## src/hdl/column_sample_variance_core_macros.svh

```systemverilog
// ----------------------------------------------------------------------------
// Assertion macros for the column sample variance core
// Concurrent checks on clk_i with rst_ni low as disable; empty when SYNTH set.
// ----------------------------------------------------------------------------
`ifndef COLUMN_SAMPLE_VARIANCE_CORE_MACROS_SVH
`define COLUMN_SAMPLE_VARIANCE_CORE_MACROS_SVH

`ifndef SYNTH
// Property that must hold at every clock edge outside reset.
`define CSV_ASSERT(lbl, prop) \
  lbl: assert property (@(posedge clk_i) disable iff (!rst_ni) (prop)) \
    else $error("column sample variance assertion failed");
// Antecedent in one cycle implies consequent in the next.
`define CSV_ASSERT_NEXT(lbl, ante, cons) \
  lbl: assert property (@(posedge clk_i) disable iff (!rst_ni) (ante) |=> (cons)) \
    else $error("column sample variance assertion failed");
`else
`define CSV_ASSERT(lbl, prop)
`define CSV_ASSERT_NEXT(lbl, ante, cons)
`endif

`endif

```

## src/hdl/csv_pkg.sv

```systemverilog
`timescale 1ns / 1ps
// ----------------------------------------------------------------------------
// csv_pkg
// Widths, column summary type and back-end state codes for the core.
// ----------------------------------------------------------------------------
package csv_pkg;

  localparam int MAX_ROWS = 4096;
  localparam int VAL_W    = 16;
  localparam int CTR_W    = 24;
  localparam int FRAC_C   = CTR_W - VAL_W;          // fraction bits of the center
  localparam int CNT_W    = $clog2(MAX_ROWS + 1);
  localparam int SUM_W    = 29;
  localparam int MAG_W    = SUM_W - 1;
  localparam int SS_W     = 2 * MAG_W;
  localparam int SQ_W     = 64;
  localparam int SQ_HALF  = SQ_W / 2;
  localparam int FRAC_W   = 16;
  localparam int VAR_W    = 50;
  localparam int DIV_W    = SQ_W + FRAC_W;
  localparam int ITER_W   = $clog2(DIV_W);
  localparam int DEN_W    = $clog2(MAX_ROWS * (MAX_ROWS - 1) + 1);
  localparam int XW       = CTR_W + 1;
  localparam int QDEPTH   = 2;
  localparam int QPTR_W   = $clog2(QDEPTH);
  localparam int CFG_IDX_W  = 8;
  localparam int CFG_DATA_W = 8;

  localparam logic [CFG_IDX_W-1:0] CFG_SKIP_MISSING = CFG_IDX_W'(0);
  localparam logic [CFG_IDX_W-1:0] CFG_USE_CENTER   = CFG_IDX_W'(1);

  localparam logic [VAR_W-1:0] VAR_MAX = {VAR_W{1'b1}};

  typedef struct packed {
    logic                    use_center;
    logic                    undef;
    logic [CNT_W-1:0]        count;
    logic signed [SUM_W-1:0] sum;
    logic [SQ_W-1:0]         sq;
  } col_sum_t;

  typedef enum logic [2:0] {
    BK_IDLE,
    BK_MUL_LO,
    BK_MUL_HI,
    BK_SUB,
    BK_DIV,
    BK_OUT
  } bk_state_e;

endpackage

```

## src/hdl/csv_front.sv

```systemverilog
`timescale 1ns / 1ps
// ----------------------------------------------------------------------------
// csv_front
// Per-element accumulation of count, sum and sum of squares; emits a column
// summary when the last element of a column is transferred.
// ----------------------------------------------------------------------------
`include "column_sample_variance_core_macros.svh"

module csv_front (
  input  logic                            clk_i,
  input  logic                            rst_ni,
  input  logic                            accept_i,
  input  logic signed [csv_pkg::VAL_W-1:0] sample_value_i,
  input  logic                            is_missing_i,
  input  logic signed [csv_pkg::CTR_W-1:0] center_value_i,
  input  logic                            last_in_column_i,
  input  logic                            skip_missing_i,
  input  logic                            use_center_i,
  output logic                            push_o,
  output csv_pkg::col_sum_t               summary_o
);

  logic [csv_pkg::CNT_W-1:0]        count_q, count_d;
  logic signed [csv_pkg::SUM_W-1:0] sum_q, sum_d;
  logic [csv_pkg::SQ_W-1:0]         sq_q, sq_d;
  logic signed [csv_pkg::CTR_W-1:0] held_q, ctr;
  logic                             miss_q, miss_d;
  logic                             started_q;
  logic                             counted;
  logic signed [csv_pkg::XW-1:0]    x;
  logic signed [2*csv_pkg::XW-1:0]  prod;

  // First element of a column supplies the center.
  assign ctr = started_q ? held_q : center_value_i;

  always_comb begin
    if (use_center_i) begin
      x = csv_pkg::XW'($signed({sample_value_i, {csv_pkg::FRAC_C{1'b0}}}))
          - csv_pkg::XW'(ctr);
    end else begin
      x = csv_pkg::XW'(sample_value_i);
    end
  end

  assign prod = x * x;

  assign counted = !is_missing_i && (count_q < csv_pkg::CNT_W'(csv_pkg::MAX_ROWS));
  assign count_d = counted ? count_q + csv_pkg::CNT_W'(1) : count_q;
  assign sum_d   = counted ? sum_q + csv_pkg::SUM_W'(sample_value_i) : sum_q;
  assign sq_d    = counted ? sq_q + csv_pkg::SQ_W'($unsigned(prod)) : sq_q;
  assign miss_d  = miss_q | (is_missing_i & ~skip_missing_i);

  assign push_o = accept_i && last_in_column_i;

  always_comb begin
    summary_o.use_center = use_center_i;
    summary_o.undef      = miss_d || (count_d < csv_pkg::CNT_W'(2));
    summary_o.count      = count_d;
    summary_o.sum        = sum_d;
    summary_o.sq         = sq_d;
  end

  always_ff @(posedge clk_i or negedge rst_ni) begin
    if (!rst_ni) begin
      count_q   <= '0;
      sum_q     <= '0;
      sq_q      <= '0;
      held_q    <= '0;
      miss_q    <= 1'b0;
      started_q <= 1'b0;
    end else if (accept_i) begin
      if (last_in_column_i) begin
        count_q   <= '0;
        sum_q     <= '0;
        sq_q      <= '0;
        held_q    <= '0;
        miss_q    <= 1'b0;
        started_q <= 1'b0;
      end else begin
        count_q   <= count_d;
        sum_q     <= sum_d;
        sq_q      <= sq_d;
        held_q    <= ctr;
        miss_q    <= miss_d;
        started_q <= 1'b1;
      end
    end
  end

  `CSV_ASSERT(a_count_bound, count_q <= csv_pkg::CNT_W'(csv_pkg::MAX_ROWS))
  `CSV_ASSERT_NEXT(a_clear_after_last, push_o, (count_q == '0) && !started_q && !miss_q)

endmodule

```

## config.mk

```make
export PLATFORM = sky130hd
export DESIGN_NAME = csv_front
export DESIGN_NICKNAME = d
export VERILOG_FILES = /design/src/hdl/csv_pkg.sv /design/src/hdl/csv_front.sv
export VERILOG_INCLUDE_DIRS = /design/src /design/src/hdl
export SDC_FILE = /design/constraint.sdc
export NUM_CORES = 2
export LEC_CHECK = 0
export BUFFER_PORTS_ARGS = -buffer_cell sky130_fd_sc_hd__buf_2
export CAP_MARGIN = 20
export CELL_PAD_IN_SITES_DETAIL_PLACEMENT = 2
export CELL_PAD_IN_SITES_GLOBAL_PLACEMENT = 2
export CORE_MARGIN = 2
export CORE_UTILIZATION = 41
export CTS_BUF_LIST = sky130_fd_sc_hd__clkbuf_8
export CTS_CLUSTER_SIZE = 20
export DETAILED_ROUTE_END_ITERATION = 10
export PLACE_DENSITY = 0.84
export SYNTH_ARGS = -nofsm -noshare
export SYNTH_HDL_FRONTEND = slang
export SYNTH_SLANG_ARGS = --single-unit
```

## constraint.sdc

```tcl
create_clock -name clk_i -period 16.9 [get_ports clk_i]
set_input_delay 0 -clock clk_i [delete_from_list [all_inputs] [get_ports clk_i]]
set_output_delay 0 -clock clk_i [all_outputs]
set_load 0.02 [all_outputs]
```

After elaboration in Yosys (flattened, before gate mapping):

Index checks and enable logic that the tools add are counted.

* bits in latches: 0
* ROM bits: 0
* input port bits: 47
* bits in writable memories: 0
* memories kept: 0
* flip-flop bits (word level): 132

* reduce and logical (&&, ||, !) cells: 4
* bitwise logic cells: 3
* equality and inequality tests: 0
* muxes and demuxes: 11
* $lt $le $gt $ge: 2
* $add $sub $neg: 4
* div/mod/pow operators: 0
* multipliers: 1
* shifts and indexed selects: 0

Operators by type and width (number)
* 64-bit 2-to-1 mux: 2
* 64-bit by 50-bit adder with 64-bit output: 1
* 29-bit 2-to-1 mux: 2
* 25-bit by 25-bit multiplier with 50-bit output: 1
* 24-bit 2-to-1 mux: 2
* 29-bit by 16-bit adder with 29-bit output: 1
* 13-bit 2-to-1 mux: 2
* 25-bit 2-to-1 mux: 1
* 24-bit by 24-bit subtractor with 25-bit output: 1
* 13-bit by 1-bit adder with 13-bit output (second input constant): 1
* 13-bit < comparator (second input constant): 1
* 13-bit by 2-bit < comparator with 1-bit output (second input constant): 1
* 1-bit logical AND: 2
* 1-bit 2-to-1 mux: 2
* 1-bit AND: 1
* 1-bit zero test: 1
* 1-bit logical OR: 1
* 1-bit NOT: 1
* 1-bit bitwise OR: 1

Logic depth before layout (Yosys ltp):

* word-level depth: 7
* mapped depth: 52
* depth with buffers taken out: 48

Worst setup path after synthesis:

Ideal clock, no wire load.

* kind: register to output
* start point: register started_q
* end point: output summary_o[54] (netlist bit)
* cell stages (with the launch flop): 53
* buffers on the path: 5
* setup slack: 4532 ps
* arrival time: 12368 ps
* cell sequence: dfrtp_1 buf_6 buf_1 buf_1 mux2i_1 ha_1 and3_1 nand3_2 or4_4 a31oi_1 or2_1 a21oi_1 xnor2_1 nand2b_1 nand2_2 inv_1 buf_2 nand2_1 (+17 left out) a21o_1 or2_1 o31a_1 a21o_1 a31o_2 a21oi_1 xnor2_1 ha_1 and3_1 nand2_1 nor3b_1 o2111ai_1 nor4b_2 nor4_2 a21oi_2 a31oi_1 or2_1 xnor2_1

RTL lines
* start: declaration: RTL line csv_front.sv:28 `logic started_q;`
* start signal: assignment: RTL line csv_front.sv:70 `started_q <= 1'b0;`
* start signal: assignment: RTL line csv_front.sv:78 `started_q <= 1'b0;`
* start signal: assignment: RTL line csv_front.sv:85 `started_q <= 1'b1;`
* end: declaration: RTL line csv_front.sv:20 `output csv_pkg::col_sum_t summary_o`

==> impl_metrics.env <==
export IMPL_grt_antenna_before_repair=3
export IMPL_rows=102
export IMPL_rsz0062_at_grt="false"
export IMPL_hold_path_startpoint="accept_i"
export IMPL_ios=156
export IMPL_gp_congestion=0.896
export IMPL_synthTopCellsByCount="inv_1 (668), fa_1 (610), nand2_1 (351)"
export IMPL_route_vias_total=27300
export IMPL_fin_tns_setup_ns=0
export IMPL_synthFlopType="dfrtp_1"
export IMPL_fmax_ghz=0.0661
export IMPL_cts_tree="built"
export IMPL_r2r_end="sq_q[54]"
export IMPL_cts_root_buf="clkbuf_8"
export IMPL_ys_types=90
export IMPL_cp_data_arrival_time_ns=15.13
export IMPL_fin_nets=4578
export IMPL_yosysWarnings=0
export IMPL_synthMuxAreaShare_pct=1.39
export IMPL_r2r_start="started_q"
export IMPL_period_needed_ns=15.13
export IMPL_synth_top_cell_area_share_pct=38.0
export IMPL_drc=0
export IMPL_cts_hold_buf=27
export IMPL_status="completed"
export IMPL_overflow=0
export IMPL_cts_setup_buffers=0
export IMPL_rr_worst_depth=47
export IMPL_grt_pass1_vias=32300
export IMPL_die_width_um=284
export IMPL_grt_busiest_layer="met2"
export IMPL_min_path_cells=3
export IMPL_slew_violations=0
export IMPL_grt_util_met3_pct=4.94
export IMPL_finalHoldViolCount=0
export IMPL_area_growth_syn_to_layout_pct=8.17
export IMPL_grt_pass1_wl_mm=201
export IMPL_critical_path_required_ns=16.90
export IMPL_synth_area_um2=32100
export IMPL_finalCritPeriodShare_pct=89.5
export IMPL_syn_nets=4468
export IMPL_relSlewSlack_pct=18.0
export IMPL_synth_seq_area_share_pct=10.3
export IMPL_rrSetupSlack_ns=2.30
export IMPL_start_util_pct=41.5
export IMPL_nFillCells=8525
export IMPL_yosys_register_bits=132
export IMPL_ys_top_cells_by_area="fa_1 (38%), dfrtp_1 (10%), ha_1 (9.7%), inv_1 (7.8%), nand2_1 (4.1%)"
export IMPL_cpMostUsedCell="fa_1"
export IMPL_synthSimpleGateAreaFrac_pct=12.2
export IMPL_clockBufferDepth=2
export IMPL_synthXorXnorAreaFrac_pct=4.80
export IMPL_tightest_slew_ns=1.23
export IMPL_crit_path_top_delay_cell="dfrtp_2"
export IMPL_synth_area_per_cell_um2=9.02
export IMPL_core_area_um2=77500
export IMPL_critPathLaunchType="flip-flop"
export IMPL_dr_pass1_iters=5
export IMPL_path_max_fanout=37
export IMPL_drive_above_1_share_pct=8.25
export IMPL_cts_htree_levels=4
export IMPL_vias_per_cell=5.78
export IMPL_post_drt_wl_per_cell_um=27.4
export IMPL_synth_top_family_by_area="adder cells"
export IMPL_crit_type="reg -> out"
export IMPL_drtIter0Drc=1622
export IMPL_clock_sinks=132
export IMPL_worstSetupEndpointType="output pin"
export IMPL_synth_compound_area_share_pct=14.0
export IMPL_setup_viol=0
export IMPL_dieArea_um2=80600
export IMPL_synth_most_common_cell="inv_1"
export IMPL_routed_wl_mm=130
export IMPL_final_setup_skew_ns=0.0163
export IMPL_cts_buffers=17
export IMPL_synth_adder_area_share_pct=47.7
export IMPL_grt_start_max_net_pins=70
export IMPL_maxCapViolCount=0
export IMPL_place_hpwl_mm=106
export IMPL_clk_pin_slew_ns=0.10
export IMPL_hold_end="started_q"
export IMPL_slowest_delay_ns=1.04
export IMPL_ant_nets=0
export IMPL_async_reset_ff_share_pct=100
export IMPL_syn_inst=3563
export IMPL_insertion_delay_ns=0.51
export IMPL_cts_repair_resized=0
export IMPL_portBuffers=155
export IMPL_hp_class="in -> reg"
export IMPL_yosysTopAreaCell="fa_1"
export IMPL_met2_usage_pct=57.4
export IMPL_die_h_um=284
export IMPL_synth_edf_count=0
export IMPL_grt_use_total_pct=32.8
export IMPL_gr_usage_met1_pct=40.2
metrics by stage:
step	utilization, %	setup WS, ns	hold slack, ns	instance area (um2)	std cells
global route	44.8	1.07	0.0912	34700	4725
detailed placement	43.9	2.08	0.0676	34000	4665
finish	44.9	1.77	0.0588	34700	4727
global placement	43.9	3.04	0.0577	34000	4665
CTS	44.8	1.44	0.00684	34700	4723
floorplan	-	4.53	-0.296	32100	3563
cells in the final DEF (no fill, tap or decap), drive strengths merged, types with 7 or more instances in the layout:
master | synthesis | layout
o21bai | 19 | 19
a211oi | 11 | 11
buf | 29 | 195
o31ai | 17 | 17
xor2 | 54 | 54
nand3 | 43 | 43
mux2 | 7 | 7
and3 | 31 | 31
xnor2 | 122 | 122
nor3 | 31 | 31
dfrtp | 132 | 132
inv | 677 | 679
dlygate4sd3 | 0 | 27
o211ai | 15 | 15
ha | 248 | 248
nor2 | 293 | 293
nor2b | 12 | 12
o21ai | 139 | 139
or4 | 7 | 7
clkbuf | 102 | 19
and2 | 12 | 12
a21oi | 159 | 159
nor4 | 7 | 7
a22o | 68 | 68
fa | 610 | 610
a21o | 87 | 87
or2 | 16 | 16
nand2b | 28 | 28
mux2i | 35 | 35
a31oi | 11 | 11
o21a | 20 | 20
nand2 | 352 | 352
o311ai | 7 | 7
o2bb2ai | 34 | 34
or3 | 20 | 20
nand4 | 22 | 22
routing by layer:
metal  vias to the layer above  part of all wire [%]
li1                      11600                     -
met1                     14600                    40
met2                       825                    51
met3                       281                   5.3
met4                         4                   4.6
met5                         -                 0.020
worst max-delay path by stage:
stage,slack [ns],startpoint,to,cells past startpoint
2_1_floorplan,4.53,started_q,summary_o[54],52
3_3_place_gp,3.04,started_q,summary_o[54],46
3_5_place_dp,2.08,started_q,summary_o[54],46
4_1_cts,1.44,started_q,summary_o[54],46
5_1_grt,1.07,started_q,summary_o[60],47
6_report,1.77,started_q,summary_o[54],48
registers in the layout, indices dropped and copies added (netlist names):
name and count:
held_q 24, miss_q 1, sum_q 29, count_q 13
sq_q 64, started_q 1
final cells by class:
type	instances	area (um2)	share of cell area [%]
Multi-Input combinational cell	2621	25800	74.2
Sequential cell	132	3300	9.51
Inverter	679	2550	7.34
Timing Repair Buffer	222	1370	3.95
Tap cell	1040	1300	3.75
Clock buffer	19	262	0.753
Clock inverter	12	180	0.519
Antenna cell	2	5.00	0.0144
critical path, delay by kind of cell, from the launching register on:
| family | cells | cell delay [ns] |
|---|---|---|
| flip-flops | 1 | 1.04 |
| AO/OA/AOI/OAI | 12 | 2.88 |
| adder cells (fa/ha/maj) | 10 | 5.01 |
| XOR/XNOR | 3 | 0.55 |
| multiplexers | 1 | 0.23 |
| buffers and inverters | 7 | 1.25 |
| AND/OR/NAND/NOR | 15 | 3.57 |
logic make-up after synthesis:
family,after synthesis
mux,42
simple gates,885
fa+ha+maj,858
compound gates,660
buf+inv,810
xor+xnor,176
flops,132
Power is left out: the tool's default activity adds up to more than one toggle a clock period on the data nets, which glitch-free logic cannot reach.
