**src/hdl/column_sample_variance_core_macros.svh**
```systemverilog
// ----------------------------------------------------------------------------
// Assertion macros for the column sample variance core
// Concurrent checks on clk_i with rst_ni low as disable; empty when SYNTH set.
// ----------------------------------------------------------------------------
`ifndef COLUMN_SAMPLE_VARIANCE_CORE_MACROS_SVH
`define COLUMN_SAMPLE_VARIANCE_CORE_MACROS_SVH

`ifndef SYNTH
// Property that must hold at every clock edge outside reset.
`define CSV_ASSERT(lbl, prop) \
  lbl: assert property (@(posedge clk_i) disable iff (!rst_ni) (prop)) \
    else $error("column sample variance assertion failed");
// Antecedent in one cycle implies consequent in the next.
`define CSV_ASSERT_NEXT(lbl, ante, cons) \
  lbl: assert property (@(posedge clk_i) disable iff (!rst_ni) (ante) |=> (cons)) \
    else $error("column sample variance assertion failed");
`else
`define CSV_ASSERT(lbl, prop)
`define CSV_ASSERT_NEXT(lbl, ante, cons)
`endif

`endif

```
**src/hdl/csv_pkg.sv**
```systemverilog
`timescale 1ns / 1ps
// ----------------------------------------------------------------------------
// csv_pkg
// Widths, column summary type and back-end state codes for the core.
// ----------------------------------------------------------------------------
package csv_pkg;

  localparam int MAX_ROWS = 4096;
  localparam int VAL_W    = 16;
  localparam int CTR_W    = 24;
  localparam int FRAC_C   = CTR_W - VAL_W;          // fraction bits of the center
  localparam int CNT_W    = $clog2(MAX_ROWS + 1);
  localparam int SUM_W    = 29;
  localparam int MAG_W    = SUM_W - 1;
  localparam int SS_W     = 2 * MAG_W;
  localparam int SQ_W     = 64;
  localparam int SQ_HALF  = SQ_W / 2;
  localparam int FRAC_W   = 16;
  localparam int VAR_W    = 50;
  localparam int DIV_W    = SQ_W + FRAC_W;
  localparam int ITER_W   = $clog2(DIV_W);
  localparam int DEN_W    = $clog2(MAX_ROWS * (MAX_ROWS - 1) + 1);
  localparam int XW       = CTR_W + 1;
  localparam int QDEPTH   = 2;
  localparam int QPTR_W   = $clog2(QDEPTH);
  localparam int CFG_IDX_W  = 8;
  localparam int CFG_DATA_W = 8;

  localparam logic [CFG_IDX_W-1:0] CFG_SKIP_MISSING = CFG_IDX_W'(0);
  localparam logic [CFG_IDX_W-1:0] CFG_USE_CENTER   = CFG_IDX_W'(1);

  localparam logic [VAR_W-1:0] VAR_MAX = {VAR_W{1'b1}};

  typedef struct packed {
    logic                    use_center;
    logic                    undef;
    logic [CNT_W-1:0]        count;
    logic signed [SUM_W-1:0] sum;
    logic [SQ_W-1:0]         sq;
  } col_sum_t;

  typedef enum logic [2:0] {
    BK_IDLE,
    BK_MUL_LO,
    BK_MUL_HI,
    BK_SUB,
    BK_DIV,
    BK_OUT
  } bk_state_e;

endpackage

```
**src/hdl/csv_back.sv**
```systemverilog
`timescale 1ns / 1ps
// ----------------------------------------------------------------------------
// csv_back
// Finishes one column: forms the corrected sum of squares with split
// multiplies (non-centered mode only), then runs a bit-serial restoring divide and holds the result.
// ----------------------------------------------------------------------------
`include "column_sample_variance_core_macros.svh"

module csv_back (
  input  logic                        clk_i,
  input  logic                        rst_ni,
  input  logic                        col_valid_i,
  input  csv_pkg::col_sum_t           col_i,
  output logic                        pop_o,
  output logic                        out_valid_o,
  input  logic                        out_ready_i,
  output logic [csv_pkg::VAR_W-1:0]   variance_q16_o,
  output logic                        result_undefined_o
);

  csv_pkg::bk_state_e state_q, state_d;

  logic                              centered_q, undef_q;
  logic [csv_pkg::CNT_W-1:0]         n_q;
  logic [csv_pkg::SQ_W-1:0]          sq_q, ns2_q;
  logic [csv_pkg::MAG_W-1:0]         mag_q;
  logic [csv_pkg::SS_W-1:0]          ss_q;
  logic [csv_pkg::DEN_W-1:0]         den_q;
  logic [csv_pkg::DIV_W-1:0]         dvd_q;
  logic [csv_pkg::DEN_W-1:0]         rem_q;
  logic [csv_pkg::VAR_W-1:0]         quot_q;
  logic                              ovf_q;
  logic [csv_pkg::ITER_W-1:0]        iter_q;

  logic [csv_pkg::SUM_W-1:0]         sum_abs;
  logic [csv_pkg::CNT_W+csv_pkg::SQ_HALF-1:0] prod_lo, prod_hi;
  logic [2*csv_pkg::CNT_W-1:0]       nn;
  logic [csv_pkg::SQ_W-1:0]          ss_ext, corr;
  logic [csv_pkg::DEN_W:0]           trial, diff;
  logic                              ge;

  assign sum_abs = col_i.sum[csv_pkg::SUM_W-1] ? csv_pkg::SUM_W'(-col_i.sum)
                                                : csv_pkg::SUM_W'(col_i.sum);
  assign prod_lo = n_q * sq_q[csv_pkg::SQ_HALF-1:0];
  assign prod_hi = n_q * sq_q[csv_pkg::SQ_W-1:csv_pkg::SQ_HALF];
  assign nn      = (2*csv_pkg::CNT_W)'(n_q) * (2*csv_pkg::CNT_W)'(n_q - csv_pkg::CNT_W'(1));
  assign ss_ext  = csv_pkg::SQ_W'(ss_q);
  // Clamp at zero when the wrapped product falls below the squared sum.
  assign corr    = (ns2_q > ss_ext) ? ns2_q - ss_ext : '0;

  assign trial = {rem_q, dvd_q[csv_pkg::DIV_W-1]};
  assign diff  = trial - {1'b0, den_q};
  assign ge    = (trial >= {1'b0, den_q});

  always_ff @(posedge clk_i or negedge rst_ni) begin
    if (!rst_ni) begin
      state_q <= csv_pkg::BK_IDLE;
    end else begin
      state_q <= state_d;
    end
  end

  always_comb begin
    state_d     = state_q;
    pop_o       = 1'b0;
    out_valid_o = 1'b0;
    unique case (state_q)
      csv_pkg::BK_IDLE: begin
        if (col_valid_i) begin
          pop_o   = 1'b1;
          state_d = col_i.undef ? csv_pkg::BK_OUT : csv_pkg::BK_MUL_LO;
        end
      end
      csv_pkg::BK_MUL_LO: state_d = csv_pkg::BK_MUL_HI;
      csv_pkg::BK_MUL_HI: state_d = csv_pkg::BK_SUB;
      csv_pkg::BK_SUB:    state_d = csv_pkg::BK_DIV;
      csv_pkg::BK_DIV: begin
        if (iter_q == '0) begin
          state_d = csv_pkg::BK_OUT;
        end
      end
      csv_pkg::BK_OUT: begin
        out_valid_o = 1'b1;
        if (out_ready_i) begin
          state_d = csv_pkg::BK_IDLE;
        end
      end
      default: state_d = csv_pkg::BK_IDLE;
    endcase
  end

  always_ff @(posedge clk_i) begin
    case (state_q)
      csv_pkg::BK_IDLE: begin
        if (col_valid_i) begin
          centered_q <= col_i.use_center;
          undef_q    <= col_i.undef;
          n_q        <= col_i.count;
          sq_q       <= col_i.sq;
          mag_q      <= sum_abs[csv_pkg::MAG_W-1:0];
        end
      end
      csv_pkg::BK_MUL_LO: begin
        ns2_q <= csv_pkg::SQ_W'(prod_lo);
        ss_q  <= mag_q * mag_q;
        den_q <= centered_q ? csv_pkg::DEN_W'(n_q - csv_pkg::CNT_W'(1))
                            : nn[csv_pkg::DEN_W-1:0];
      end
      csv_pkg::BK_MUL_HI: begin
        ns2_q <= ns2_q + {prod_hi[csv_pkg::SQ_HALF-1:0], {csv_pkg::SQ_HALF{1'b0}}};
      end
      csv_pkg::BK_SUB: begin
        dvd_q  <= centered_q ? csv_pkg::DIV_W'(sq_q) : {corr, {csv_pkg::FRAC_W{1'b0}}};
        rem_q  <= '0;
        quot_q <= '0;
        ovf_q  <= 1'b0;
        iter_q <= csv_pkg::ITER_W'(csv_pkg::DIV_W - 1);
      end
      csv_pkg::BK_DIV: begin
        dvd_q  <= {dvd_q[csv_pkg::DIV_W-2:0], 1'b0};
        rem_q  <= ge ? diff[csv_pkg::DEN_W-1:0] : trial[csv_pkg::DEN_W-1:0];
        quot_q <= {quot_q[csv_pkg::VAR_W-2:0], ge};
        ovf_q  <= ovf_q | quot_q[csv_pkg::VAR_W-1];
        iter_q <= iter_q - 1'b1;
      end
      default: begin
      end
    endcase
  end

  assign result_undefined_o = undef_q;
  assign variance_q16_o     = undef_q ? '0 : (ovf_q ? csv_pkg::VAR_MAX : quot_q);

  `CSV_ASSERT(a_undef_zero, !(out_valid_o && result_undefined_o) || (variance_q16_o == '0))
  `CSV_ASSERT_NEXT(a_div_exit, state_q == csv_pkg::BK_DIV, (state_q == csv_pkg::BK_DIV) || (state_q == csv_pkg::BK_OUT))

endmodule

```
**config.mk**
```make
export PLATFORM = sky130hd
export DESIGN_NAME = csv_back
export DESIGN_NICKNAME = d
export VERILOG_FILES = /design/src/hdl/csv_pkg.sv /design/src/hdl/csv_back.sv
export VERILOG_INCLUDE_DIRS = /design/src /design/src/hdl
export SDC_FILE = /design/constraint.sdc
export NUM_CORES = 2
export LEC_CHECK = 0
export BUFFER_PORTS_ARGS = -buffer_cell sky130_fd_sc_hd__buf_4
export CORE_ASPECT_RATIO = 0.6
export CORE_MARGIN = 5
export CORE_UTILIZATION = 55
export DETAILED_ROUTE_END_ITERATION = 10
export PLACE_DENSITY = 0.72
export SLEW_MARGIN = 20
export SYNTH_ARGS = -nofsm -noshare
export SYNTH_HDL_FRONTEND = slang
export SYNTH_SLANG_ARGS = --single-unit
```
**constraint.sdc**
```tcl
create_clock -name clk_i -period 11.95 [get_ports clk_i]
set_clock_uncertainty 0.05 [all_clocks]
set_input_delay 0.5975 -clock clk_i [delete_from_list [all_inputs] [get_ports clk_i]]
set_output_delay 0.5975 -clock clk_i [all_outputs]
set_load 0.01 [all_outputs]
```
# ---- Word level (Yosys, flattened, before mapping)
# Index checks and enable logic that the tools add are counted.
dict set report op_classes {
  addsub 7
  n_mul 4
  magnitude_cmp 2
  eq_ne 8
  mux 21
  n_bitwise 1
  n_reduce_logical 6
}
# cell count
set op_table {}
lappend op_table {{$pmux W80 S2} 1}
lappend op_table {{$pmux W64 S2} 1}
lappend op_table {{$mux W50} 2}
lappend op_table {{$pmux W50 S2} 1}
lappend op_table {{$mux W80} 1}
lappend op_table {{$add A64 B64 Y64} 1}
lappend op_table {{$gt A64 B56 Y1} 1}
lappend op_table {{$mux W64} 1}
lappend op_table {{$sub A64 B56 Y64} 1}
lappend op_table {{$mul A28 B28 Y56} 1}
lappend op_table {{$mux W24} 2}
lappend op_table {{$pmux W24 S2} 1}
lappend op_table {{$mul A13 B32 Y45} 1}
lappend op_table {{$mul A13 B32 Y32} 1}
lappend op_table {{$mux W28} 1}
lappend op_table {{$neg A28 Y28} 1}
lappend op_table {{$sub A13 B1 Y14 const B} 2}
lappend op_table {{$ge A25 B24 Y1} 1}
lappend op_table {{$mul A14 B14 Y24} 1}
lappend op_table {{$sub A24 B24 Y24} 1}
lappend op_table {{$pmux W3 S6} 1}
lappend op_table {{$pmux W7 S2} 1}
lappend op_table {{$mux W3} 4}
lappend op_table {{$logic_not A7 Y1} 1}
lappend op_table {{12 further kinds} 19}
dict set report word_totals {
  reg_bits 416
  input_bits 112
  output_inout_bits 53
  wordCells 63
}

# ---- Logic depth before layout (Yosys ltp)
dict set report depth {
  depth_word 4
  mapped_depth 35
}

# ---- Worst setup path before layout
# Ideal clock, no wire load.
dict set report synth_path {
  path_kind {reg-to-reg}
  from {register state_q[1]}
  to {register centered_q, enable pin}
  t_arrival_ns 11.899
  required_time_ns 11.013
  setup_slack_ns -0.886
  path_stages_with_launch 3
  period_less_slack_ns 12.836
  path_cell_list {dfrtp_1 > clkbuf_1 > nor4b_1}
}
dict set report synth_between {
  elab_chain_len 2
}
# element line
set synth_lines {}
lappend synth_lines {{from (decl)} csv_back.sv:21} ;# csv_pkg::bk_state_e state_q, state_d;
lappend synth_lines {{from (signal assigned)} csv_back.sv:57} ;# state_q <= csv_pkg::BK_IDLE;
lappend synth_lines {{from (signal assigned)} csv_back.sv:59} ;# state_q <= state_d;
lappend synth_lines {{$logic_not A3 Y1} csv_back.sv:93} ;# case (state_q)
lappend synth_lines {{$reduce_and A2 Y1 (no source line)} -}
lappend synth_lines {{to (signal assigned)} csv_back.sv:96} ;# centered_q <= col_i.use_center;
lappend synth_lines {{to (decl)} csv_back.sv:23} ;# logic centered_q, undef_q;
# No other way between the ends.
# A chain may end at the register's enable or synchronous reset.

# ---- Worst setup path in the final report
dict set report layout_path {
  from {register n_q[4] in the netlist's numbering}
  to {register ns2_q[63] in the netlist's numbering, data pin}
}
dict set report layout_between {
  elab_chain_len 3
}
# element line
set layout_lines {}
lappend layout_lines {{from (decl)} csv_back.sv:24} ;# logic [csv_pkg::CNT_W-1:0] n_q;
lappend layout_lines {{from (signal assigned)} csv_back.sv:98} ;# n_q <= col_i.count;
lappend layout_lines {{$mul A13 B32 Y32} csv_back.sv:45} ;# assign prod_hi = n_q * sq_q[csv_pkg::SQ_W-1:csv_pkg::SQ_HALF];
lappend layout_lines {{$add A64 B64 Y64} csv_back.sv:110} ;# ns2_q <= ns2_q + {prod_hi[csv_pkg::SQ_HALF-1:0], {csv_pkg::SQ_HALF{1'b0}}};
lappend layout_lines {{$pmux W64 S2} csv_back.sv:93}
lappend layout_lines {{to (signal assigned)} csv_back.sv:104} ;# ns2_q <= csv_pkg::SQ_W'(prod_lo);
lappend layout_lines {{to (signal assigned)} csv_back.sv:110}
lappend layout_lines {{to (decl)} csv_back.sv:25} ;# logic [csv_pkg::SQ_W-1:0] sq_q, ns2_q;
# No other way between the ends.

==> flow_metrics.env <==
export IMPL_status="complete, no violations"
export IMPL_cts_root_buf="clkbuf_16"
export IMPL_core_um2=131000
export IMPL_drt_first_pass_iters=6
export IMPL_numCtsBuffers=47
export IMPL_final_net_count=9668
export IMPL_r2r_slack_ns=2.86
export IMPL_path_class="reg2reg"
export IMPL_cts_tree="done"
export IMPL_grt_pass1_vias=56200
export IMPL_grt_max_degree=109
export IMPL_hold_viol_final=0
export IMPL_comb_power_share_pct=1.6
export IMPL_maxCapViolCount=0
export IMPL_drt_iter0_markers=4903
export IMPL_io_pins=165
export IMPL_layout_commonest_cell="inv_1"
export IMPL_synthMuxAreaShare_pct=0.0863
export IMPL_portBuffers=164
export IMPL_grt_pass1_wl_um=322000
export IMPL_cts_clk_slew_worst_paths_ns=0.07
export IMPL_track_usage_pct=29.8
export IMPL_switching_share_pct=22.5
export IMPL_synth_top_area_share_pct=36.5
export IMPL_setup_tns_ns=0
export IMPL_cts_post_setup_buffers_inserted=0
export IMPL_drc=0
export IMPL_cts_sinks=415
export IMPL_hold_start="col_i[23]"
export IMPL_worstMarginPinSlew_ns=1.17
export IMPL_timing_hold_ws_ns=0.0713
export IMPL_fin_crit_ns=9.09
export IMPL_max_slew_margin_rel_pct=21.5
export IMPL_setup_viol_count_final=0
export IMPL_avgSynthCellArea_um2=9.40
export IMPL_cts_htree_levels=2
export IMPL_critPathMaxFanout=63
export IMPL_grt_overflow_total=0
export IMPL_totalWireLength_um=204000
export IMPL_viasPerCell=5.63
export IMPL_vdd_drop_max_v=0.000103
export IMPL_drive_above_1_share_pct=4.83
export IMPL_min_to="sq_q[23]"
export IMPL_total_leakage_power_nw=37.7
export IMPL_rows=103
export IMPL_syn_inst=7713
export IMPL_ys_ff_latch=415
export IMPL_p_clk_share_pct=49.4
export IMPL_layout_common_cells="inv_1 (1666), fa_1 (1320), nand2_1 (904), ha_1 (568), and2_1 (465)"
export IMPL_syn_to_final_growth_pct=6.12
export IMPL_synth_xor_area_share_pct=3.72
export IMPL_antenna_found_initial=14
export IMPL_place_gp_congestion=0.967
export IMPL_rr_worst_depth=29
export IMPL_rsz0062_at_grt="no"
export IMPL_yosys_top_cells_area="fa_1 (36%), edfxtp_1 (17%), ha_1 (9.8%)"
export IMPL_slew_violations=0
export IMPL_initial_core_util_pct=55.3
export IMPL_ys_flop_type="edfxtp_1"
export IMPL_synth_edff_count=412
export IMPL_max_stage_delay_ns=0.76
export IMPL_synthesis_area_um2=72500
export IMPL_p_seq_share_pct=49.0
export IMPL_synth_compound_area_share_pct=7.80
export IMPL_die_h_um=291
export IMPL_synth_top_family_by_area="adder cells"
export IMPL_timing_fmax_mhz=110
export IMPL_worst_path_most_repeated_cell="fa_1"
export IMPL_yosys_area_top_type="fa_1"
export IMPL_dp_hpwl_um=161000
export IMPL_ys_seq_area_share_pct=17.2
export IMPL_cp_start_kind="register"
export IMPL_cellPowerDensity_nw_per_um2=42.0
export IMPL_required_ns=12.26
export IMPL_p_sw_mw=0.727
export IMPL_cts_buffer_depth=3
export IMPL_synth_fa_ha_area_share_pct=46.3
export IMPL_cts_resized=0
export IMPL_post_route_period_util_pct=76.0
export IMPL_clock_latency_ns=0.65
export IMPL_worstHoldPathCells=1
export IMPL_rr_startpoint="n_q[4]"
export IMPL_post_drt_wl_per_cell_um=21.5
export IMPL_rr_endpoint="ns2_q[63]"
export IMPL_ant_nets=0
export IMPL_slowest_stage="buf_4"
export IMPL_cp_arrival_ns=9.39
export IMPL_vias=53200
export IMPL_synth_nets=9713
export IMPL_crit_path_start="n_q[4]"
export IMPL_hp_class="in2reg"
export IMPL_yosysWarnings=0
export IMPL_die_area_um2=139000
export IMPL_ys_types=85
export IMPL_p_int_mw=2.50
export IMPL_die_w_um=479
export IMPL_critical_path_endpoint_type="register"
export IMPL_async_flop_share_pct=0.723
export IMPL_synth_simple_area_share_pct=14.6
## synthesized netlist by cell type, types with 11 or more instances
library cell and instances:
a31oi_1 29, o22ai_1 13, edfxtp_1 412, o21ai_1 16
xor2_1 107, o211ai_1 13, xnor2_1 201, and2_1 465
a221o_1 11, nand2b_1 113, nand2_1 905, buf_1 16
and3_1 63, o21ai_0 184, a211oi_1 26, nor2_1 368
ha_1 568, nand4_1 30, o31ai_1 16, inv_1 1666
fa_1 1320, a21oi_1 290, clkbuf_1 308, o21bai_1 43
nor3_1 47, or2_2 12, a21o_1 123, nor2b_1 88
nand3_1 53, o21a_1 30, or3_1 31
## logic make-up (layout without fill, tap and decap cells)
kind of cell    Yosys count  in the layout
simple gates           2210           2210
buf+inv                2000           1993
fa+ha+maj              1888           1888
compound gates          886            886
flops                   415            415
xor+xnor                308            308
mux                       6              6
other cells               0             10
## worst max path at each step
stage | end | slack [ns] | cells after the start
6_report | ns2_q[63] | 2.86 | 29
5_1_grt | ns2_q[63] | 2.25 | 29
4_1_cts | ns2_q[63] | 3.08 | 29
3_5_place_dp | den_q[23] | 3.10 | 28
3_3_place_gp | den_q[23] | 3.21 | 28
2_1_floorplan | den_q[23] | 3.56 | 32
## state kept, by name, summed over array words and instances (netlist names), 3 cells and up
name and cells:
mag_q 28, ss_q 55, rem_q 24, n_q 13, den_q 24, quot_q 50
sq_q 64, state_q 3, dvd_q 80, iter_q 7, ns2_q 64
## stage by stage
step / util [%] / worst slack, ns / total power, mW / std cells / area (um^2)
2_1_floorplan: - / 3.56 / 1.63 / 7713 / 72500
3_3_place_gp: 57.4 / 3.21 / 1.66 / 9350 / 75300
3_5_place_dp: 57.4 / 3.10 / 1.66 / 9350 / 75300
4_1_cts: 58.6 / 3.08 / 3.25 / 9438 / 76900
5_1_grt: 58.6 / 2.25 / 3.31 / 9443 / 76900
6_report: 58.6 / 2.86 / 3.23 / 9448 / 76900
## critical path: cells and delay by family (launching register included)
family / cells / cell delay, ns
flops: 1 / 0.67
simple gates: 6 / 0.93
compound gates: 8 / 2.29
xor+xnor: 3 / 0.51
buf+inv: 5 / 1.00
fa+ha+maj: 7 / 3.31
## power groups by stage
stage | clock, mW | combinational [mW] | sequential [mW]
2_1_floorplan | 0 | 0.0137 | 1.61
3_5_place_dp | 0 | 0.0509 | 1.61
3_3_place_gp | 0 | 0.0503 | 1.61
4_1_cts | 1.61 | 0.0513 | 1.58
6_report | 1.59 | 0.0512 | 1.58
5_1_grt | 1.67 | 0.0551 | 1.58
## what timing repair did
action / CTS / global route
setup endpoints to repair: 0 / 0
hold buffers: 1 / 0
endpoints found under the hold margin: 3 / 0
## area by class of cell
cell class                      count  area (um^2)
Fill cell                       11200        54300
Multi-Input combinational cell   5298        52600
Sequential cell                   415        12400
Inverter                         1667         6260
Tap cell                         1732         2170
Timing Repair Buffer              239         1810
Clock buffer                       54         1230
Clock inverter                     33          399
Antenna cell                       10         25.0
## layer usage
layer,up-vias,GRT usage (%),share of wire [%],routed length [um]
met4,4,5.81,2.2,4380
met1,26500,44.3,44,89300
met5,-,0,0.11,234
li1,23700,-,-,-
met2,2704,40.6,39,79700
met3,277,12.8,15,29900
Note: power is estimated with default switching activity, not from simulation.
