===== src/hdl/column_sample_variance_core_macros.svh =====
// ----------------------------------------------------------------------------
// Assertion macros for the column sample variance core
// Concurrent checks on clk_i with rst_ni low as disable; empty when SYNTH set.
// ----------------------------------------------------------------------------
`ifndef COLUMN_SAMPLE_VARIANCE_CORE_MACROS_SVH
`define COLUMN_SAMPLE_VARIANCE_CORE_MACROS_SVH

`ifndef SYNTH
// Property that must hold at every clock edge outside reset.
`define CSV_ASSERT(lbl, prop) \
  lbl: assert property (@(posedge clk_i) disable iff (!rst_ni) (prop)) \
    else $error("column sample variance assertion failed");
// Antecedent in one cycle implies consequent in the next.
`define CSV_ASSERT_NEXT(lbl, ante, cons) \
  lbl: assert property (@(posedge clk_i) disable iff (!rst_ni) (ante) |=> (cons)) \
    else $error("column sample variance assertion failed");
`else
`define CSV_ASSERT(lbl, prop)
`define CSV_ASSERT_NEXT(lbl, ante, cons)
`endif

`endif


===== src/hdl/csv_pkg.sv =====
`timescale 1ns / 1ps
// ----------------------------------------------------------------------------
// csv_pkg
// Widths, column summary type and back-end state codes for the core.
// ----------------------------------------------------------------------------
package csv_pkg;

  localparam int MAX_ROWS = 4096;
  localparam int VAL_W    = 16;
  localparam int CTR_W    = 24;
  localparam int FRAC_C   = CTR_W - VAL_W;          // fraction bits of the center
  localparam int CNT_W    = $clog2(MAX_ROWS + 1);
  localparam int SUM_W    = 29;
  localparam int MAG_W    = SUM_W - 1;
  localparam int SS_W     = 2 * MAG_W;
  localparam int SQ_W     = 64;
  localparam int SQ_HALF  = SQ_W / 2;
  localparam int FRAC_W   = 16;
  localparam int VAR_W    = 50;
  localparam int DIV_W    = SQ_W + FRAC_W;
  localparam int ITER_W   = $clog2(DIV_W);
  localparam int DEN_W    = $clog2(MAX_ROWS * (MAX_ROWS - 1) + 1);
  localparam int XW       = CTR_W + 1;
  localparam int QDEPTH   = 2;
  localparam int QPTR_W   = $clog2(QDEPTH);
  localparam int CFG_IDX_W  = 8;
  localparam int CFG_DATA_W = 8;

  localparam logic [CFG_IDX_W-1:0] CFG_SKIP_MISSING = CFG_IDX_W'(0);
  localparam logic [CFG_IDX_W-1:0] CFG_USE_CENTER   = CFG_IDX_W'(1);

  localparam logic [VAR_W-1:0] VAR_MAX = {VAR_W{1'b1}};

  typedef struct packed {
    logic                    use_center;
    logic                    undef;
    logic [CNT_W-1:0]        count;
    logic signed [SUM_W-1:0] sum;
    logic [SQ_W-1:0]         sq;
  } col_sum_t;

  typedef enum logic [2:0] {
    BK_IDLE,
    BK_MUL_LO,
    BK_MUL_HI,
    BK_SUB,
    BK_DIV,
    BK_OUT
  } bk_state_e;

endpackage


===== src/hdl/csv_queue.sv =====
`timescale 1ns / 1ps
// ----------------------------------------------------------------------------
// csv_queue
// Short FIFO of column summaries between the accumulator and the divider.
// ----------------------------------------------------------------------------
`include "column_sample_variance_core_macros.svh"

module csv_queue (
  input  logic              clk_i,
  input  logic              rst_ni,
  input  logic              push_i,
  input  csv_pkg::col_sum_t data_i,
  input  logic              pop_i,
  output csv_pkg::col_sum_t data_o,
  output logic              empty_o,
  output logic              full_o
);

  csv_pkg::col_sum_t              mem [csv_pkg::QDEPTH];
  logic [csv_pkg::QPTR_W-1:0]     wr_q, rd_q;
  logic [csv_pkg::QPTR_W:0]       fill_q;

  assign empty_o = (fill_q == '0);
  assign full_o  = (fill_q == (csv_pkg::QPTR_W+1)'(csv_pkg::QDEPTH));
  assign data_o  = mem[rd_q];

  always_ff @(posedge clk_i) begin
    if (push_i) begin
      mem[wr_q] <= data_i;
    end
  end

  always_ff @(posedge clk_i or negedge rst_ni) begin
    if (!rst_ni) begin
      wr_q   <= '0;
      rd_q   <= '0;
      fill_q <= '0;
    end else begin
      if (push_i) begin
        wr_q <= (wr_q == csv_pkg::QPTR_W'(csv_pkg::QDEPTH - 1)) ? '0 : wr_q + 1'b1;
      end
      if (pop_i) begin
        rd_q <= (rd_q == csv_pkg::QPTR_W'(csv_pkg::QDEPTH - 1)) ? '0 : rd_q + 1'b1;
      end
      case ({push_i, pop_i})
        2'b10:   fill_q <= fill_q + 1'b1;
        2'b01:   fill_q <= fill_q - 1'b1;
        default: fill_q <= fill_q;
      endcase
    end
  end

  `CSV_ASSERT(a_no_push_full, !(push_i && full_o))
  `CSV_ASSERT(a_no_pop_empty, !(pop_i && empty_o))

endmodule


===== config.mk =====
export PLATFORM = sky130hd
export DESIGN_NAME = csv_queue
export DESIGN_NICKNAME = d
export VERILOG_FILES = /design/src/hdl/csv_pkg.sv /design/src/hdl/csv_queue.sv
export VERILOG_INCLUDE_DIRS = /design/src /design/src/hdl
export SDC_FILE = /design/constraint.sdc
export NUM_CORES = 1
export LEC_CHECK = 0
export ABC_CLOCK_PERIOD_IN_PS = 7090
export BUFFER_PORTS_ARGS = -buffer_cell sky130_fd_sc_hd__buf_2
export CAP_MARGIN = 20
export CORE_MARGIN = 1
export CORE_UTILIZATION = 52
export DETAILED_ROUTE_END_ITERATION = 16
export PLACE_DENSITY = 0.88
export SLEW_MARGIN = 20
export SYNTH_ARGS = -nofsm -noshare
export SYNTH_HDL_FRONTEND = slang
export SYNTH_SLANG_ARGS = --single-unit

===== constraint.sdc =====
create_clock -name clk_i -period 7.09 [get_ports clk_i]
set_clock_uncertainty 0.2 [all_clocks]
set_input_delay 1.418 -clock clk_i [delete_from_list [all_inputs] [get_ports clk_i]]
set_output_delay 1.418 -clock clk_i [all_outputs]
set_load 0.05 [all_outputs]

---- Word-level counts from Yosys, hierarchy flattened ----
Memories as Yosys holds them, arrays and structs flattened.
Cells that the tools add are included.
storage, ports and cells
  memories kept ........................... 1
  bits in writable memories ............... 216
  flip-flop bits (word level) ............. 4
  output and inout bits ................... 110
  logic and storage cells ................. 18
  input port bits ......................... 112
operators by class
  mux-type cells .......................... 5
  add/subtract/negate cells ............... 4
  eq/ne operators ......................... 3
  reductions and logical operators ........ 2
memories
  memory  words  bits a word  read ports  clocked after memory_dff  wr ports  line             text
  mem     2      108          1           0                         1         csv_queue.sv:19  csv_pkg::col_sum_t mem [csv_pkg::QDEPTH];
operators with widths
  cell                 count
  $eq 2x2->1 const B   2
  $mux 1               4
  $pmux 2 s2           1
  $add 1x1->1 const B  2
  $add 2x1->2 const B  1
  $eq 2x1->1 const B   1
  $logic_not 2->1      1
  $reduce_bool 2->1    1
  $sub 2x1->2 const B  1

---- Depth between registers and ports, before layout ----
Gate-level depths: netlist of the first run.
  depth in word-level cells ............... 2
  depth in mapped cells ................... 5

---- Least setup slack after synthesis of the first run ----
OpenSTA, ideal clock, no wires.
  kind .................................... input to register
  start point ............................. input port push_i
  end point ............................... memory mem[0][0] (netlist bit), enable pin
  buffers on the path ..................... 0
  arrival ................................. 6,001 ps
  slack ................................... 310 ps
  cell stages on the path ................. 2
  cells stage by stage .................... inv_1 nor2_1
on the way
  longest elaborated chain between the ends .. 2
ends and longest elaborated chain
  item                          line             text
  start: declaration            csv_queue.sv:11  input logic push_i,
  $mux 1                        csv_queue.sv:28  if (push_i) begin
  $mux 1 (not written as such)  csv_queue.sv:29  mem[wr_q] <= data_i;
  end: declaration              csv_queue.sv:19
No other way between the ends.

==> results of run 1 <==
==> where the power goes <==
part           switching, mW  internal, mW  total (mW)
Clock                  0.450         0.593        1.04
Sequential             0.121          1.73        1.85
Combinational           1.34         0.512        1.85
==> kinds of logic (layout without fill, tap and decap cells) <==
group                    count (synthesis)  in the layout  synth area share
buffers and inverters                   13            266            0.0103
AND/OR/NAND/NOR                          5              5           0.00297
flip-flops                             220            220             0.823
XOR/XNOR                                 5              5           0.00547
multiplexers                           108            108             0.157
adder cells (fa/ha/maj)                  1              1           0.00156
==> registers in the layout, summed over array words and instances (netlist names) <==
| name | count |
|---|---|
| fill_q | 2 |
| mem | 216 |
| rd_q | 1 |
| wr_q | 1 |
==> cell usage in the layout, fill, tap and decap left out, drive strengths merged <==
cell / n
buf: 225
edfxtp: 216
mux2: 108
clkbuf: 29
clkinv: 10
dfrtp: 4
xor2: 3
nor2: 3
xnor2: 2
nor2b: 1
inv: 1
and2: 1
ha: 1
clkinvlp: 1
==> layout make-up <==
cell class                 count  share of cell area
inverter                       1            0.000377
clock buffer                  29              0.0601
sequential                   220               0.662
tap                          184              0.0231
multi-input combinational    119               0.135
clock inverter                11             0.00515
timing repair buffer         225               0.114
==> through the flow <==
stage | area (sq um) | cells | util | total power [mW] | setup slack, ps
after global routing | 9950 | 789 | 0.675 | 4.91 | 2540
final | 9950 | 789 | 0.675 | 4.75 | 2680
after CTS | 9950 | 789 | 0.675 | 4.80 | 2590
after detailed placement | 9300 | 749 | 0.631 | 3.75 | 3130
after global placement | 9300 | 749 | 0.631 | 3.71 | 3190
after floorplan | 8000 | 352 | - | 3.39 | 310
==> final timing paths <==
check                                      startpoint                    end  slack [ps]  cells past startpoint
worst max-delay path                 rd_q$_DFFE_PN0P_             data_o[40]        2680                      3
worst min-delay path            fill_q[1]$_DFFE_PN0P_  fill_q[1]$_DFFE_PN0P_         320                      1
worst max register to register       wr_q$_DFFE_PN0P_   mem[1][25]$_DFFE_PP_        4630                      2
worst min register to register  fill_q[1]$_DFFE_PN0P_  fill_q[1]$_DFFE_PN0P_         320                      1
max in group asynchronous                      rst_ni       rd_q$_DFFE_PN0P_        6010                      1
min in group asynchronous                      rst_ni       wr_q$_DFFE_PN0P_         530                      1
==> critical path, stage by stage (launching register included) <==
cell and delay [ps]:
dfrtp_4 890, buf_4 730, mux2_2 420, buf_2 210
==> metal layers <==
| metal | vias up | track usage | part of all wire |
|---|---|---|---|
| met2 | 167 | 0.310 | 0.51 |
| met3 | 22 | 0.0476 | 0.075 |
| li1 | 1868 | - | - |
| met1 | 1987 | 0.214 | 0.40 |
| met5 | - | 0 | 0 |
| met4 | 0 | 0.0524 | 0.019 |
==> metrics.cfg, run 1 <==
[floorplanning]
die_y_um=126
die_w_um=126
rows=44
core_area_sq_mm=0.0148
dieArea_sq_mm=0.0159
start_util=0.542
ios=222

[finish]
nFillCells=962
area_delta_synth_final_pct=24.4
nNetsFinal=702
final-seq-area_sq_mm=0.00659
multi_input_area_sq_mm=0.00134
drive_above_1_share=0.603
n_antenna_cell=0

[critical_path]
crit_required_ps=5470
cp.arrival_ps=2790
crit_type=reg -> out
startpoint_type=flip-flop
crit_path_max_fanout=56
endpoint_kind=primary output

[synth]
synth-seq-cells=220
yosysTopAreaCell=edfxtp_1
synth.distinct_cells=13
synth_most_common_cell=edfxtp_1
avgSynthCellArea_sq_um=22.7
yosysSeqAreaShare=0.823
synthArstFlopShare=0.0182
netlist_instances=352
synth_top_area_frac=0.811
synthTopCellsByCount=216 x edfxtp_1, 98 x mux2_2, 10 x mux2_4, 9 x buf_2, 4 x dfrtp_1
ys.flop_type=edfxtp_1
synth_nets=465
synth.yosys.warnings=0
synth_edf_count=216
netlist_area_sq_mm=0.00800
yosys-top-cells-area=edfxtp_1 81%, mux2_2 14%, mux2_4 1.9%

[placement]
portBuffers=221
place_congestion=0.728
detailed_place_hpwl_um=9330

[worst_hold_path]
hold_class=reg -> reg

[timing]
rsz0062_at_grt=no
setup_violations=0
slew-limit-headroom=0.491
hold_slack_ps=317
hold_viol=0
final.min_clock_period_ps=4410
worstMarginPinSlew_ps=764
fmax_ghz=0.227
drv_slew=0
post-route-period-util=0.622
setup_tns_ps=0

[pwr]
leakagePower_nw=3.79
peakVddDrop_uv=302
powerDensity_mw_per_mm2=477

[clocking]
cts.clk_slew.worst_paths_ps=60
hold_buffers=0
cts_setup_buffers=0
cts_buffers=22
clk_latency_ps=490
htree_levels=1
clock_sinks=220
cts-root-buf=clkbuf_16
cts_tree=built
postCtsResizedCells=0
cts.path.max_buffers=3

[drt]
drc=0
wl_per_cell_um=18.3
first_pass_iters=4
routed_via_density=5.13
drt-total-wl_um=14400
drt_iter0_markers=198
ant_nets=0
num_vias=4044

[flow_run]
cap_viol_max_count=0

[global_routing]
overflow=0
grt_antenna_before_repair=0
grt_pass1_wl_um=21800
grt_pass1_vias=4342
grt_max_degree=57
grt_usage=0.177

[status]
run_status=completed

Note: power is estimated with default switching activity, not from simulation.
==> run 2: changes to the inputs <==
--- a/config.mk
+++ b/config.mk
@@ -6,7 +6,7 @@
 export SDC_FILE = /design/constraint.sdc
 export NUM_CORES = 1
 export LEC_CHECK = 0
-export ABC_CLOCK_PERIOD_IN_PS = 7090
+export ABC_CLOCK_PERIOD_IN_PS = 4100
 export BUFFER_PORTS_ARGS = -buffer_cell sky130_fd_sc_hd__buf_2
 export CAP_MARGIN = 20
 export CORE_MARGIN = 1
==> constraint.sdc (replaced) <==
create_clock -name clk_i -period 4.1 [get_ports clk_i]
set_clock_uncertainty 0.2 [all_clocks]
set_input_delay 0.82 -clock clk_i [delete_from_list [all_inputs] [get_ports clk_i]]
set_output_delay 0.82 -clock clk_i [all_outputs]
set_load 0.05 [all_outputs]
==> run 2 against run 1 <==
  * Non-clock buffer count is 1 higher
  * Critical path type unchanged
  * Largest cell class unchanged
  * Via count is 0.32% higher
  * Utilization is 0.55 points higher
  * First-iteration DRC count is 9.6% lower
==> metrics.cfg, run 2 (synthesis results as in run 1) <==
[status]
run_status=completed

[drt]
routed_via_density=5.14  ; +0.32%
drc=0  ; unchanged
num_vias=4057  ; +0.32%
first_pass_iters=4  ; unchanged
wl_per_cell_um=17.9  ; -2.2%
drt_iter0_markers=179  ; -9.6%
ant_nets=0  ; unchanged
drt-total-wl_um=14100  ; -2.2%

[placement]
place_inst=749  ; unchanged
detailed_place_hpwl_um=9070  ; -2.8%
place_congestion=0.739  ; +1.6%
dp_slack_ps=1170  ; -1950 ps
portBuffers=221  ; unchanged

[timing]
post-route-period-util=0.840
slew-limit-headroom=0.454  ; -0.0372
hold_viol=0  ; unchanged
rsz0062_at_grt=no
worst_slack_ps=654  ; -2020 ps
fmax_ghz=0.290
final.min_clock_period_ps=3450
setup_violations=0  ; unchanged
drv_slew=0  ; unchanged
setup_tns_ps=0  ; unchanged
worstMarginPinSlew_ps=819  ; +55.8 ps

[pwr]
powerDensity_mw_per_mm2=832  ; +74%
power.total_mw=8.35  ; +76%
leakagePower_nw=3.83  ; +1.0%
peakVddDrop_uv=627  ; +110%

[floorplanning]
die_w_um=126  ; unchanged
start_util=0.542  ; unchanged
rows=44  ; unchanged
core_area_sq_mm=0.0148  ; unchanged
die_y_um=126  ; unchanged
dieArea_sq_mm=0.0159  ; unchanged
ios=222  ; unchanged

[global_routing]
overflow=0  ; unchanged
grt_pass1_wl_um=21600  ; -0.89%
grt_pass1_vias=4340  ; -0.046%
grt_max_degree=66  ; +16%
grt_usage=0.176  ; -0.000302
grt_antenna_before_repair=0  ; unchanged

[critical_path]
crit_chain=buf_12 -> mux2_2 -> buf_2
crit_required_ps=3080  ; -2390 ps
slowest_delay_ps=860  ; -30 ps
crit_type=reg -> out
startpoint_type=flip-flop
cp.arrival_ps=2430  ; -360 ps
slowest_stage=dfrtp_4
crit_path_max_fanout=65  ; +16%
endpoint_kind=primary output

[clocking]
cts_buffers=22  ; unchanged
htree_levels=1  ; unchanged
cts_tree=built
cts_setup_buffers=0  ; unchanged
cts.path.max_buffers=3  ; unchanged
cts-root-buf=clkbuf_16
clock_sinks=220  ; unchanged
cts.clk_slew.worst_paths_ps=60  ; about the same
clk_latency_ps=480  ; about the same

[finish]
regMostFlops=mem
nFillCells=973  ; +1.1%
layout_common_cells=221 x buf_2, 216 x edfxtp_1, 98 x mux2_2, 23 x clkbuf_16, 10 x mux2_4
nNetsFinal=703  ; +0.14%
area_delta_synth_final_pct=25.4
layout.cells.non_filler=789  ; unchanged
drive_above_1_share=0.607  ; +0.00331
largest_reg_flops=216  ; unchanged
top_regs=mem x216, fill_q x2
final_common_cell=buf_2
n_antenna_cell=0  ; unchanged

[flow_run]
cap_viol_max_count=0  ; unchanged

[worst_hold_path]
hold_class=in -> reg

## run 2: final cells by class
cell class | count | area (sq um) | area share
repair buffers | 226 | 1170 | 0.117
clock buffers | 29 | 598 | 0.0596
multi-input cells | 119 | 1340 | 0.134
inverters | 1 | 3.75 | 0.000374
well taps | 184 | 230 | 0.0229
flip-flops and latches | 220 | 6590 | 0.657
clock inverters | 10 | 97.6 | 0.00973
## run 2: power by group
part | internal [mW] | switching, mW | total [mW]
combinational | 0.906 | 2.34 | 3.25
sequential | 2.99 | 0.198 | 3.19
clock | 1.15 | 0.765 | 1.91
## run 2: per-layer routing
layer	wire (um)	vias up	GRT usage
met5	0	-	0
met4	343	0	0.0581
met3	960	30	0.0484
met2	7380	159	0.319
met1	5420	1993	0.202
li1	-	1875	-
## run 2: path summary, 6_finish.rpt
check | start | end | slack, ps | cells past startpoint
max | rd_q$_DFFE_PN0P_ | data_o[64] | 650 | 3
min | data_i[1] | mem[0][1]$_DFFE_PP_ | 320 | 1
max reg2reg | wr_q$_DFFE_PN0P_ | mem[1][10]$_DFFE_PP_ | 2080 | 2
min reg2reg | fill_q[1]$_DFFE_PN0P_ | fill_q[1]$_DFFE_PN0P_ | 330 | 1
max in group asynchronous | rst_ni | rd_q$_DFFE_PN0P_ | 3080 | 2
min in group asynchronous | rst_ni | fill_q[0]$_DFFE_PN0P_ | 480 | 2
## run 2: worst max-delay path, delay by kind of cell (launching register included)
kind	cells	cell delay, ps
DFF	1	860
buffers and inverters	2	600
muxes	1	410
## run 2: timing repair
action | in CTS | in global routing
endpoints found under the hold margin | 4 | 0
hold buffers | 1 | 0
endpoints found under the setup margin | 0 | 0
gates resized for setup | 0 | 0
## run 2: per-stage QoR
stage | hold slack [ps] | util | cell area [sq um]
6_report | 316 | 0.680 | 10000
5_1_grt | 297 | 0.680 | 10000
4_1_cts | 298 | 0.680 | 10000
3_5_place_dp | 324 | 0.632 | 9330
3_3_place_gp | 275 | 0.632 | 9330
2_1_floorplan | 256 | - | 8010
==> run 3: changes to the inputs <==
--- a/config.mk
+++ b/config.mk
@@ -6,13 +6,14 @@
 export SDC_FILE = /design/constraint.sdc
 export NUM_CORES = 1
 export LEC_CHECK = 0
-export ABC_CLOCK_PERIOD_IN_PS = 4100
+export ABC_AREA = 1
+export ABC_CLOCK_PERIOD_IN_PS = 2900
 export BUFFER_PORTS_ARGS = -buffer_cell sky130_fd_sc_hd__buf_2
 export CAP_MARGIN = 20
 export CORE_MARGIN = 1
-export CORE_UTILIZATION = 52
+export CORE_UTILIZATION = 47
 export DETAILED_ROUTE_END_ITERATION = 16
-export PLACE_DENSITY = 0.88
+export PLACE_DENSITY = 0.84
 export SLEW_MARGIN = 20
 export SYNTH_ARGS = -nofsm -noshare
 export SYNTH_HDL_FRONTEND = slang
==> constraint.sdc (replaced) <==
create_clock -name clk_i -period 2.9 [get_ports clk_i]
set_clock_uncertainty 0.2 [all_clocks]
set_input_delay 0.58 -clock clk_i [delete_from_list [all_inputs] [get_ports clk_i]]
set_output_delay 0.58 -clock clk_i [all_outputs]
set_load 0.05 [all_outputs]
==> run 3 against run 2 <==
  * Flip-flop and latch count did not move
  * Largest cell class unchanged
  * Clock power grew 57%
  * Global-route usage up 0.10 points
  * First-iteration DRC count rose by 68%
  * Register-to-register slack got worse by 880 ps
  * Power rose by 55%
  * Sequential power up 40%
  * Die area grew 15%
==> metrics.cfg, run 3 <==
[status]
run_status=completed

[pwr]
powerDensity_mw_per_mm2=1230  ; +48%
leakagePower_nw=4.50  ; +17%
peakVddDrop_uv=883  ; +41%

[synth]
synth-adder-area-share=0.00150  ; -0.0000599
avgSynthCellArea_sq_um=14.2  ; -38%
synth_edf_count=216  ; unchanged
synthTopCellsByCount=216 x edfxtp_1, 114 x inv_1, 113 x nand2_1, 74 x o21ai_0, 20 x o21ai_2
synth_nets=701  ; +51%
synth-seq-cells=220  ; unchanged
synth.yosys.warnings=0  ; unchanged
netlist_area_sq_mm=0.00832  ; +4.0%
synth_most_common_cell=edfxtp_1
yosysSeqAreaShare=0.791  ; -0.0316
synth-compound-area-share=0.0740  ; +0.0740
netlist_instances=588  ; +67%
yosys-top-cells-area=edfxtp_1 78%, inv_1 5.1%, nand2_1 5.1%
yosys.area_share.simple=0.0537  ; +0.0507
synth_top_area_frac=0.779  ; -0.0311
synth_top_family_by_area=buffers and inverters
synth.distinct_cells=17  ; +4
synthMuxAreaShare=0  ; -0.157
synthArstFlopShare=0.0182  ; unchanged
ys.flop_type=edfxtp_1
synth-xor-area-share=0.00316  ; -0.00231
yosysTopAreaCell=edfxtp_1

[timing]
worstMarginPinSlew_ps=616  ; -203 ps
setup_violations=0  ; unchanged
post-route-period-util=0.959
drv_slew=0  ; unchanged
setup_tns_ps=0  ; unchanged
fmax_ghz=0.359
final.min_clock_period_ps=2780
slew-limit-headroom=0.589  ; +0.135
rsz0062_at_grt=no
hold_viol=0  ; unchanged

[placement]
placed_area_sq_mm=0.00968  ; +3.7%
detailed_place_hpwl_um=10700  ; +18%
portBuffers=221  ; unchanged
place_congestion=0.782  ; +5.8%

[clocking]
cts_buffers=22  ; unchanged
htree_levels=1  ; unchanged
clk_latency_ps=490  ; about the same
clock_sinks=220  ; unchanged
cts.path.max_buffers=3  ; unchanged
cts_tree=built
cts-root-buf=clkbuf_16
cts.clk_slew.worst_paths_ps=60  ; about the same

[floorplanning]
dieArea_sq_mm=0.0182  ; +15%
die_w_um=135  ; +7.1%
ios=222  ; unchanged
core_area_sq_mm=0.0173  ; +17%
rows=48  ; +9.1%
die_y_um=135  ; +7.1%
start_util=0.481  ; -0.0613

[critical_path]
crit_path_max_fanout=36  ; -45%
r2r_start=wr_q$_DFFE_PN0P_
crit_type=reg -> out
startpoint_type=flip-flop
startpoint=rd_q$_DFFE_PN0P_
endpoint_kind=primary output
cp.arrival_ps=2000  ; -430 ps
crit_required_ps=2120  ; -960 ps

[finish]
area_delta_synth_final_pct=26.1
final_common_cell=buf_2
top_regs=mem x216, fill_q x2
n_antenna_cell=0  ; unchanged
finalInstanceArea_sq_mm=0.0105  ; +4.6%
regMostFlops=mem
drive_above_1_share=0.347  ; -0.259
nNetsFinal=936  ; +33%
layout_common_cells=221 x buf_2, 216 x edfxtp_1, 113 x inv_1, 113 x nand2_1, 74 x o21ai_0
largest_reg_flops=216  ; unchanged

[global_routing]
grt_antenna_before_repair=0  ; unchanged
grt_pass1_wl_um=24700  ; +15%
grt_max_degree=64  ; -3.0%
grt_usage=0.177  ; +0.00104
grt_pass1_vias=5024  ; +16%
overflow=0  ; unchanged

[worst_hold_path]
worstHoldStart=data_i[29]
hold_class=in -> reg

[drt]
first_pass_iters=7  ; +3
drt-total-wl_um=16700  ; +19%
wl_per_cell_um=15.7  ; -12%
drt_iter0_markers=300  ; +68%
num_vias=5026  ; +24%
routed_via_density=4.73  ; -8.0%
ant_nets=0  ; unchanged
drc=0  ; unchanged

[flow_run]
cap_viol_max_count=0  ; unchanged

[run 3: report_power, final]
part           leakage [nW]  switching [mW]  internal, mW  total (mW)
Combinational          2.04            4.35          1.15        5.50
Clock                 0.385            1.11          1.88        3.00
Sequential             2.07           0.235          4.22        4.46
Total                  4.50            5.70          7.25        12.9
[run 3: cell type report]
class / instances / area (sq um)
Clock buffer: 25 / 583
Clock inverter: 14 / 191
Fill cell: 1338 / 6800
Inverter: 114 / 432
Multi-Input combinational cell: 230 / 1110
Sequential cell: 220 / 6590
Tap cell: 225 / 282
Timing Repair Buffer: 235 / 1310
[run 3: worst paths after layout]
path,to,slack [ps],cells past startpoint
worst max-delay path,data_o[4],120,3
worst min-delay path,mem[1][29]$_DFFE_PP_,80,1
worst max register to register,mem[0][88]$_DFFE_PP_,1200,2
worst min register to register,fill_q[1]$_DFFE_PN0P_,310,2
max in group asynchronous,rd_q$_DFFE_PN0P_,2140,2
min in group asynchronous,fill_q[1]$_DFFE_PN0P_,220,2
[run 3: critical path, stage by stage (launching register included)]
cell	delay, ps
dfrtp_4	650
buf_12	240
o21ai_0	280
buf_2	330
[run 3: timing repair]
item | CTS | global route
buffers inserted | 1 | 1
setup endpoints to repair | 44 | 2
gates resized for setup | 0 | 0
hold buffers | 1 | 0
endpoints found under the hold margin | 4 | 0
[run 3: routing by layer]
| metal | global-route usage | share of wire | up-vias |
|---|---|---|---|
| met4 | 0.0599 | 0.020 | 0 |
| met5 | 0 | 0 | - |
| met2 | 0.318 | 0.50 | 220 |
| met1 | 0.192 | 0.37 | 2329 |
| met3 | 0.0664 | 0.10 | 25 |
| li1 | - | - | 2452 |
[run 3: per-stage QoR]
stage / cells / setup slack [ps] / power [mW] / hold WS [ps] / utilization
global route: 1063 / 48.6 / 13.5 / 47.2 / 0.607
detailed placement: 1021 / 466 / 9.95 / 196 / 0.559
finish: 1063 / 118 / 12.9 / 77.1 / 0.607
floorplan: 588 / 53.6 / 8.75 / 84.4 / -
CTS: 1062 / 105 / 13.0 / 49.5 / 0.606
global placement: 1021 / 510 / 9.83 / 190 / 0.559
[run 3: kinds of logic (layout without fill, tap and decap cells)]
logic type               Yosys count  count (layout)
AO/OA/AOI/OAI                    108             108
XOR/XNOR                           3               3
adder cells (fa/ha/maj)            1               1
buffers and inverters            138             388
flip-flops                       220             220
AND/OR/NAND/NOR                  118             118
